$ cat config.mk
export PLATFORM = sky130hd
export DESIGN_NAME = c64bd_decode
export DESIGN_NICKNAME = d
export VERILOG_FILES = /design/src/rtl/c64bd_pkg.sv /design/src/rtl/c64bd_decode.sv
export SDC_FILE = /design/constraint.sdc
export NUM_CORES = 1
export LEC_CHECK = 0
export ABC_CLOCK_PERIOD_IN_PS = 3200
export BUFFER_PORTS_ARGS = -buffer_cell sky130_fd_sc_hd__clkbuf_2
export CAP_MARGIN = 5
export CORE_ASPECT_RATIO = 1.2
export CORE_MARGIN = 3
export CORE_UTILIZATION = 24
export DETAILED_ROUTE_END_ITERATION = 7
export GPL_TIMING_DRIVEN = 0
export SLEW_MARGIN = 20
export SYNTH_ARGS = -nofsm -noshare
export SYNTH_HDL_FRONTEND = slang
export SYNTH_SLANG_ARGS = --single-unit
$ cat constraint.sdc
create_clock -name vclk -period 3.2
set_clock_uncertainty 0.1 [all_clocks]
set_input_delay 0.64 -clock vclk [all_inputs]
set_output_delay 0.64 -clock vclk [all_outputs]
set_load 0.1 [all_outputs]
$ cat src/rtl/c64bd_pkg.sv
// ----------------------------------------------------------------------------
// c64bd_pkg
// Shared types and constants of the C64 bank switched bus decoder.
// ----------------------------------------------------------------------------
package c64bd_pkg;

   localparam int ADDR_BITS = 16;
   localparam int MEM_DEPTH = 1 << ADDR_BITS;
   localparam int CSR_ADDR_BITS = 3;
   localparam int CSR_DATA_BITS = 32;

   // bus functions
   localparam logic [2:0] FN_CODE_READ = 3'd0;
   localparam logic [2:0] FN_DATA_READ = 3'd1;
   localparam logic [2:0] FN_WRITE     = 3'd2;
   localparam logic [2:0] FN_JUMP      = 3'd3;
   localparam logic [2:0] FN_INIT_BANK = 3'd4;
   localparam logic [2:0] FN_LOAD_RAM  = 3'd5;
   localparam logic [2:0] FN_LOAD_ROM  = 3'd6;

   // environment modes
   localparam logic [1:0] ENV_SINGLE      = 2'd0;
   localparam logic [1:0] ENV_TRANSPARENT = 2'd1;
   localparam logic [1:0] ENV_BANKED      = 2'd2;

   // register indexes (paddr bit 2)
   localparam logic CSR_MODE_IDX = 1'b0;
   localparam logic CSR_PAGE_IDX = 1'b1;

   localparam logic [1:0] MODE_RESET = ENV_BANKED;
   localparam logic [7:0] PAGE_RESET = 8'h00;
   localparam logic [7:0] BANK_RESET = 8'h07;

   localparam logic [ADDR_BITS-1:0] SID_MASK   = 16'hfc1f;
   localparam logic [ADDR_BITS-1:0] SID_BASE   = 16'hd400;
   localparam logic [7:0]           SID_PAGE   = 8'hd4;
   localparam logic [7:0]           XSID_FIRST = 8'h1d;
   localparam logic [11:0]          CIA_PAGE   = 12'hdc0;
   localparam logic [ADDR_BITS-1:0] BASIC_BASE = 16'ha000;
   localparam logic [ADDR_BITS-1:0] IO_BASE    = 16'hd000;
   localparam logic [ADDR_BITS-1:0] KERN_BASE  = 16'he000;
   localparam logic [ADDR_BITS-1:0] BANK_ADDR  = 16'h0001;

   typedef enum logic [1:0] {
      SRC_ZERO,
      SRC_BANK,
      SRC_RAM,
      SRC_ROM
   } src_type;

   typedef enum logic [1:0] {
      ST_IDLE,
      ST_EXEC,
      ST_WRITE2,
      ST_RESP
   } state_type;

   typedef struct packed {
      logic [2:0]           func;
      logic [ADDR_BITS-1:0] address;
      logic [7:0]           write_data;
      logic                 use_cache;
   } req_type;

   typedef struct packed {
      logic [7:0]           read_data;
      logic                 device_read_pending;
      logic                 cia_select;
      logic                 sid_one_select;
      logic                 sid_two_select;
      logic                 xsid_select;
      logic [15:0]          device_address;
      logic [7:0]           sid_two_register;
      logic                 jump_allowed;
      logic [7:0]           bank_value;
   } rsp_type;

   typedef struct packed {
      logic                 pend;
      logic                 cia;
      logic                 s1;
      logic                 s2;
      logic                 xs;
      logic [15:0]          dev_addr;
      logic [7:0]           s2_reg;
      logic                 jump;
      src_type              rd_src;
      logic [ADDR_BITS-1:0] rd_addr;
      logic                 wr_en;
      logic                 wr_rom;
      logic [ADDR_BITS-1:0] wr_addr;
      logic                 wr2_en;
      logic [ADDR_BITS-1:0] wr2_addr;
      logic [7:0]           wr_data;
      logic                 bank_we;
      logic [7:0]           bank_data;
   } dec_type;

endpackage

$ cat src/rtl/c64bd_decode.sv
// ----------------------------------------------------------------------------
// c64bd_decode
// Address decode of one bus access: store port control, device flags, bank.
// ----------------------------------------------------------------------------
module c64bd_decode
   import c64bd_pkg::*;
(
   input  req_type    req,
   input  logic [1:0] mode,
   input  logic [7:0] page,
   input  logic [7:0] bank,
   output dec_type    dec
);

   logic [ADDR_BITS-1:0] a;
   logic [ADDR_BITS-1:0] t;
   logic [3:0]           nib;
   logic                 io_region;
   logic                 xs_hit;
   logic                 s2_hit;
   logic                 cia_hit;
   logic                 is_one;
   logic                 sh_rom;
   src_type              sh_src;
   logic                 basic;
   logic                 io_on;
   logic                 kernal;
   logic [7:0]           init_val;
   dec_type              io_rd;
   dec_type              io_wr;

   assign a         = req.address;
   assign t         = a & SID_MASK;
   assign nib       = a[15:12];
   assign io_region = (t[15:8] == SID_PAGE);
   assign xs_hit    = (t[7:0] >= XSID_FIRST);
   assign s2_hit    = (a[15:8] == page);
   assign cia_hit   = (a[15:4] == CIA_PAGE);
   assign is_one    = (a == BANK_ADDR);
   assign sh_rom    = (mode != ENV_SINGLE);
   assign sh_src    = sh_rom ? SRC_ROM : SRC_RAM;
   assign basic     = (bank[1:0] == 2'b11);
   assign io_on     = (bank[2:0] > 3'd4);
   assign kernal    = bank[1];

   always_comb begin
      io_rd = '0;
      io_rd.wr_rom = sh_rom;
      io_rd.wr_data = req.write_data;
      if (!io_region) begin
         if (is_one) begin
            io_rd.rd_src = SRC_BANK;
         end else if (cia_hit) begin
            io_rd.pend = 1'b1;
            io_rd.cia = 1'b1;
            io_rd.dev_addr = {12'h000, a[3:0]};
         end else begin
            io_rd.rd_src = sh_src;
            io_rd.rd_addr = a;
         end
      end else if (xs_hit) begin
         io_rd.pend = 1'b1;
         io_rd.xs = 1'b1;
         io_rd.dev_addr = a;
      end else if (s2_hit) begin
         if (req.use_cache) begin
            io_rd.rd_src = sh_src;
            io_rd.rd_addr = a;
         end else begin
            io_rd.pend = 1'b1;
            io_rd.s2 = 1'b1;
            io_rd.s2_reg = a[7:0];
         end
      end else if (req.use_cache) begin
         io_rd.rd_src = sh_src;
         io_rd.rd_addr = t;
      end else begin
         io_rd.pend = 1'b1;
         io_rd.s1 = 1'b1;
         io_rd.dev_addr = {8'h00, t[7:0]};
      end
   end

   always_comb begin
      io_wr = '0;
      io_wr.wr_rom = sh_rom;
      io_wr.wr_data = req.write_data;
      if (!io_region) begin
         if (is_one) begin
            io_wr.bank_we = 1'b1;
            io_wr.bank_data = req.write_data;
         end else if (cia_hit) begin
            io_wr.cia = 1'b1;
            io_wr.dev_addr = {12'h000, a[3:0]};
         end else begin
            io_wr.wr_en = 1'b1;
            io_wr.wr_addr = a;
         end
      end else if (xs_hit) begin
         io_wr.xs = 1'b1;
         io_wr.dev_addr = a - SID_BASE;
      end else if (s2_hit) begin
         io_wr.s2 = 1'b1;
         io_wr.s2_reg = a[7:0];
         if (req.use_cache) begin
            io_wr.wr_en = 1'b1;
            io_wr.wr_addr = a;
            if (page == SID_PAGE) begin
               io_wr.s1 = 1'b1;
               io_wr.dev_addr = {8'h00, t[7:0]};
               io_wr.wr2_en = 1'b1;
               io_wr.wr2_addr = t;
            end
         end
      end else begin
         io_wr.s1 = 1'b1;
         io_wr.dev_addr = {8'h00, t[7:0]};
         if (req.use_cache) begin
            io_wr.wr_en = 1'b1;
            io_wr.wr_addr = t;
         end
      end
   end

   always_comb begin
      if (mode == ENV_SINGLE) begin
         init_val = 8'h04;
      end else if (a < BASIC_BASE) begin
         init_val = 8'h07;
      end else if (a < IO_BASE) begin
         init_val = 8'h06;
      end else if (a >= KERN_BASE) begin
         init_val = 8'h05;
      end else begin
         init_val = 8'h04;
      end
   end

   always_comb begin
      dec = '0;
      dec.wr_data = req.write_data;
      dec.rd_addr = a;
      dec.wr_addr = a;
      case (req.func)
         FN_CODE_READ: begin
            dec.rd_src = SRC_RAM;
         end
         FN_DATA_READ: begin
            if (mode == ENV_SINGLE) begin
               dec = io_rd;
            end else if (mode == ENV_TRANSPARENT) begin
               if (nib == 4'hd && io_on) begin
                  dec = io_rd;
               end else begin
                  dec.rd_src = SRC_RAM;
               end
            end else if (a < BASIC_BASE) begin
               dec.rd_src = is_one ? SRC_BANK : SRC_RAM;
            end else if (nib == 4'ha || nib == 4'hb) begin
               dec.rd_src = basic ? SRC_ROM : SRC_RAM;
            end else if (nib == 4'hc) begin
               dec.rd_src = SRC_RAM;
            end else if (nib == 4'hd) begin
               if (io_on) begin
                  dec = io_rd;
               end else begin
                  dec.rd_src = SRC_RAM;
               end
            end else begin
               dec.rd_src = kernal ? SRC_ROM : SRC_RAM;
            end
         end
         FN_WRITE: begin
            if (mode == ENV_SINGLE) begin
               dec = io_wr;
            end else if (is_one) begin
               dec.bank_we = 1'b1;
               dec.bank_data = req.write_data;
            end else if (nib == 4'hd && io_on) begin
               dec = io_wr;
            end else begin
               dec.wr_en = 1'b1;
            end
         end
         FN_JUMP: begin
            if (mode == ENV_BANKED) begin
               if (a < BASIC_BASE || nib == 4'hc) begin
                  dec.jump = 1'b1;
               end else if (nib == 4'ha || nib == 4'hb) begin
                  dec.jump = !basic;
               end else if (nib == 4'hd) begin
                  dec.jump = !io_on;
               end else begin
                  dec.jump = !kernal;
               end
            end else if (mode == ENV_TRANSPARENT) begin
               dec.jump = !(a >= IO_BASE && kernal);
            end else begin
               dec.jump = 1'b1;
            end
         end
         FN_INIT_BANK: begin
            dec.bank_we = 1'b1;
            dec.bank_data = init_val;
            dec.wr_en = 1'b1;
            dec.wr_addr = BANK_ADDR;
            dec.wr_data = init_val;
         end
         FN_LOAD_RAM: begin
            dec.wr_en = 1'b1;
         end
         FN_LOAD_ROM: begin
            dec.wr_en = 1'b1;
            dec.wr_rom = sh_rom;
         end
         default: begin
            dec.jump = 1'b0;
         end
      endcase
   end

endmodule

# After elaboration in Yosys (flattened, before gate mapping)
# Index checks and enable logic that the tools add are counted.
# Widths: inputs -> output; s select.
# totals
regBits,0
input_bits,46
wordCells,152
# op_classes
add_sub_neg,1
magnitude_cmp,6
eq_ne,18
mux,115
n_reduce_logical,12
# op_table
cell,n
$mux 68,6
$mux 100,3
$mux 33,6
$mux 30,6
$mux 16,10
$mux 18,6
$mux 90,1
$pmux 29 s2,1
$mux 8,7
$mux 17,3
$mux 51,1
$pmux 17 s3,1
$pmux 16 s3,1
$mux 47,1
$pmux 17 s2,1
$ge 16x16->1 const B,2
$lt 16x16->1 const B,2
$pmux 16 s2,1
$mux 2,15
$mux 1,29
$mux 9,3
$mux 5,5
$eq 16x1->1 const B,1
$eq 4x4->1 const B,4
other kinds (23),36

# Logic depth before layout (Yosys ltp)
# Gate-level depths: netlist of the first run.
# logic_depth
depth_word,14
depth_mapped,9
mapped_depth_nobuf,8

# Worst setup path after synthesis of the first run
# Ideal clock, no wire load.
# synth_timing
path_type,input to output
start,input port req[24] in the netlist's numbering
end,output port dec[47] in the netlist's numbering
t_arrival_ps,6459
setup_slack_ps,-3999
cell_stages,7
path_buffers,2
path_cell_list,buf_2 > nand4b_2 > nor3_1 > and2_1 > buf_2 > a211oi_1 > a2111oi_0
# synth_lines
element,line_no,rtl
"start, declared",c64bd_decode.sv:8,"input req_type req,"
"end, declared",c64bd_decode.sv:12,output dec_type dec

==> metrics.yaml, run 1 <==
status: "finished with violations"
violations: "setup timing"
finalNonFillerCells: 534
grt_max_degree: 11
end_kind: "output pin"
fin_setup_tns_ns: -7.408
drt_first_iter_violations: 167
power_uw: 790.0
vias: 2734
hold_buffers: 0
tightest_slew_ns: 0.6239
avgSynthCellArea_sq_um: 6.000
place_area_sq_um: 3108
wl_per_cell_um: 18.30
drc: 0
synthTopCellsByArea: "and2_1 (16%), nor2_1 (7.0%), a21oi_1 (6.2%)"
path_max_fanout: 6
nClkBuffers: 0
dp.cells: 489
report.final.slew_viol_count: 0
setup_viol: 36
pre_cts_ws_ns: -0.9988
floorplan.initialDensity: 0.2488
io_buffer_count: 129
hold_violations: 0
nFlopsAndLatches: 0
antenna_left: 0
rows: 32
die_area_sq_um: 7749
grt-ovfl-total: 0
ir_drop_mv: 0.1180
die_h_um: 95.84
maxCapViolCount: 0
grt_pass1_wl_um: 13280
seqCellArea_sq_um: 0
wirelength_um: 9773
final_cell_area_sq_um: 4708
synth_area_sq_um: 1614
routabilityCongestion: 0.8459
ys_types: 49
track_usage: 0.2148
slew_headroom: 0.5797
nFillCells: 451
vias_per_cell: 5.120
syn_inst: 269
antenna_found_initial: 0
multi_input_area_sq_um: 2290
power_density_nw_per_um2: 167.8
yosysTopAreaCellShare: 0.1550
syn_to_final_growth_pct: 191.7
most-common-layout-cells: "buf_4 (48), clkbuf_2 (41), and2_4 (32)"
coreArea_sq_um: 6486
hold_end: "dec[34]"
yosysTopAreaCell: "and2_1"
period_minus_slack_ns: 3.516
clock.fmax_ghz: 0.2844
diodes: 0
fin_ws_ns: -0.3164
crit_required_ns: 2.46
hold_class: "input port to output pin"
nets: 501
drive_above_1_share: 0.7439
final_common_cell: "buf_4"
die_x_um: 80.86
dp_hpwl_um: 6085
synth_warnings: 0
first_pass_iters: 4
rsz0062_at_grt: "yes"
cp-start-kind: "input port"
fin_crit_sh: 1.099
ys_seq_area_frac: 0
ios: 146
whs_path_depth: 3
worstHoldStart: "req[25]"
critPathKind: "input port to output pin"
power_leakage_nw: 2.120
grt_pass1_vias: 2582
arrival_ns: 2.78
## worst max-delay path, cell delays in order
cell and delay [ns]:
buf_6 0.12, nor4_4 0.33, nand2_1 0.12, or3_1 0.41, buf_6 0.16, a22oi_4 0.19
or3b_4 0.44, and3_4 0.18, clkbuf_16 0.19
## Yosys cell counts (6+ instances only)
| cell type | n |
|---|---|
| and2_1 | 40 |
| nor2_1 | 30 |
| nand2_1 | 26 |
| a21oi_1 | 20 |
| nor3_1 | 18 |
| nor2b_1 | 10 |
| clkbuf_1 | 9 |
| o21ai_0 | 9 |
| xor2_1 | 9 |
| buf_4 | 7 |
| inv_1 | 7 |
| and3_1 | 6 |
| nand3_1 | 6 |
| nor3b_1 | 6 |
## layer usage
layer / global-route usage / vias to the layer above / part of all wire
met4: 0.009859 / 0 / 0.019
met1: 0.2522 / 1307 / 0.38
li1: - / 1299 / -
met5: 0 / - / 0
met2: 0.4322 / 112 / 0.55
met3: 0.01966 / 16 / 0.056
## final cells by class
type,instances,area share
buffer,21,0.04969
inverter,7,0.007972
tap,85,0.02259
timing repair buffer,174,0.4334
multi-input combinational,247,0.4863
## how the worst max path moves through the flow
stage / start / end / slack [ns]
floorplan: req[24] / dec[17] / -0.44
global placement: req[19] / dec[66] / -0.97
detailed placement: req[20] / dec[56] / -1.0
CTS: req[20] / dec[43] / -0.30
global route: req[17] / dec[39] / -0.43
finish: req[17] / dec[39] / -0.32
## power breakdown
part | total, mW | switching, mW | internal, mW
clock network | 0 | 0 | 0
logic | 0.790 | 0.513 | 0.277
registers | 0 | 0 | 0
## kinds of logic (layout without fill, tap and decap cells)
family / Yosys count / after routing / share of synthesized area
AND/OR/NAND/NOR: 164 / 165 / 0.5620
AO/OA/AOI/OAI: 60 / 60 / 0.2535
buffers and inverters: 29 / 202 / 0.09147
XOR/XNOR: 11 / 11 / 0.05969
adder cells (fa/ha/maj): 4 / 4 / 0.03101
other: 1 / 7 / 0.002323
## per-stage QoR
stage               utilization  hold WS [ns]
floorplan                     -         1.347
CTS                      0.6541         1.561
global placement         0.4792         1.718
detailed placement       0.4792         1.721
finish                   0.7259         1.567
global route             0.7259         1.573
## repair_timing
item                       CTS  global route
setup buffers               21            25
pin swaps                   20            29
setup endpoints to repair   79            77
gates resized for setup    184           109
gates cloned                 0             1
Note: power is estimated with default switching activity, not from simulation.
==> run 2: changes to the inputs <==
- ABC_CLOCK_PERIOD_IN_PS: 3200 -> 2900
- clock period: 3.2 -> 2.9 ns (I/O delays scaled with it)
==> metrics.yaml, run 2 (synthesized netlist as in run 1, its figures left out) <==
dp.cells: 489  # unchanged
die_x_um: 80.86  # unchanged
routabilityCongestion: 0.8515  # +0.66%
slowest_delay_ns: 0.47  # +0.03 ns
clkPwrFrac: 0  # unchanged
wirelength_um: 16970  # +74%
antenna_left: 0  # unchanged
track_usage: 0.3189  # +0.1040
power_leakage_nw: 2.686  # +27%
die_h_um: 95.84  # unchanged
nets: 544  # +8.6%
vias: 3539  # +29%
crit_buf_inv: 5  # +2
path_cells: "clkbuf_16, clkinvlp_4, ha_4, nor4b_4, nand2_2, or3_4, buf_4, buf_6, a211oi_4, nor2_2, o21a_2, clkbuf_16"
cpMaxStageDelayCell: "or3_4"
pwr-share-comb: 1.000  # about the same
grt_pass1_wl_um: 18860  # +42%
arrival_ns: 2.84  # +0.06 ns
violations: "setup timing"
syn_to_final_growth_pct: 272.8
final_common_cell: "clkbuf_16"
path_max_fanout: 6  # unchanged
drc: 0  # unchanged
nClkBuffers: 0  # unchanged
critPathTopFamily: "simple AND/OR/NAND/NOR gates"
ios: 146  # unchanged
power_density_nw_per_um2: 164.0  # -2.3%
utilization: 0.9277  # +0.2018
pre_cts_ws_ns: -1.200  # -0.2009 ns
period_minus_slack_ns: 3.516
power_uw: 986.6  # +25%
hold_ws_ns: 1.463  # -0.1039 ns
maxCapViolCount: 0  # unchanged
floorplan.initialDensity: 0.2488  # unchanged
antenna_found_initial: 0  # unchanged
intPower_uw: 349.2  # +26%
rows: 32  # unchanged
ir_drop_mv: 0.1916  # +62%
grt_pass1_vias: 3343  # +29%
io_buffer_count: 129  # unchanged
cpMostUsedCell: "clkbuf_16"
clock.fmax_ghz: 0.2844
rsz0062_at_grt: "yes"
finalNonFillerCells: 577  # +8.1%
status: "finished with violations"
hold_buffers: 0  # unchanged
multi_input_area_sq_um: 2509  # +9.6%
setup_viol: 83  # +130%
end_kind: "output pin"
seqCellArea_sq_um: 0  # unchanged
hold_violations: 0  # unchanged
nFlopsAndLatches: 0  # unchanged
fin_setup_tns_ns: -27.36  # -19.95 ns
grt-ovfl-total: 0  # unchanged
seqPwrFrac: 0  # unchanged
place_area_sq_um: 3151  # +1.4%
wl_per_cell_um: 29.40  # +61%
switching_share: 0.6460  # -0.003415
most-common-layout-cells: "clkbuf_16 (64), buf_4 (58), and2_4 (40)"
vias_per_cell: 6.133  # +20%
dp_hpwl_um: 6132  # +0.78%
coreArea_sq_um: 6486  # unchanged
cp-start-kind: "input port"
hold_class: "input port to output pin"
nFillCells: 173  # -62%
fin_crit_sh: 1.213
report.final.slew_viol_count: 0  # unchanged
tightest_slew_ns: 1.107  # +0.4828 ns
final_cell_area_sq_um: 6017  # +28%
slew_headroom: 0.2544  # -0.3253
first_pass_iters: 5  # +1
drt_first_iter_violations: 372  # +120%
fin_ws_ns: -0.6164  # -0.3000 ns
diodes: 0  # unchanged
crit_required_ns: 2.22  # -0.24 ns
critPathKind: "input port to output pin"
grt_max_degree: 11  # unchanged
drive_above_1_share: 0.8171  # +0.07320
die_area_sq_um: 7749  # unchanged
netSwitchingPower_uw: 637.4  # +24%
[run 2: final timing paths]
| kind | from | end | cells after the start |
|---|---|---|---|
| min | req[25] | dec[51] | 3 |
| max | req[19] | dec[48] | 12 |
[run 2: repair_timing]
action                     CTS  global route
setup endpoints to repair   86            85
pin swaps                   42            47
resized for setup          300           139
setup buffers               60            34
[run 2: final cells by class]
cell class | count | area share
multi-input combinational | 246 | 0.4169
timing repair buffer | 219 | 0.5215
buffer | 20 | 0.03764
tap | 85 | 0.01768
inverter | 7 | 0.006238
[run 2: power groups by stage]
| stage | logic, mW | registers (mW) | clock network, mW |
|---|---|---|---|
| floorplan | 0.562 | 0 | 0 |
| global placement | 0.672 | 0 | 0 |
| detailed placement | 0.675 | 0 | 0 |
| CTS | 0.886 | 0 | 0 |
| global route | 1.01 | 0 | 0 |
| finish | 0.987 | 0 | 0 |
[run 2: layer usage]
| metal | share of wire | global-route usage | routed length [um] |
|---|---|---|---|
| met5 | 0 | 0 | 0 |
| met2 | 0.48 | 0.5952 | 8197 |
| met1 | 0.33 | 0.3229 | 5669 |
| met4 | 0.089 | 0.1944 | 1515 |
| met3 | 0.093 | 0.05899 | 1583 |
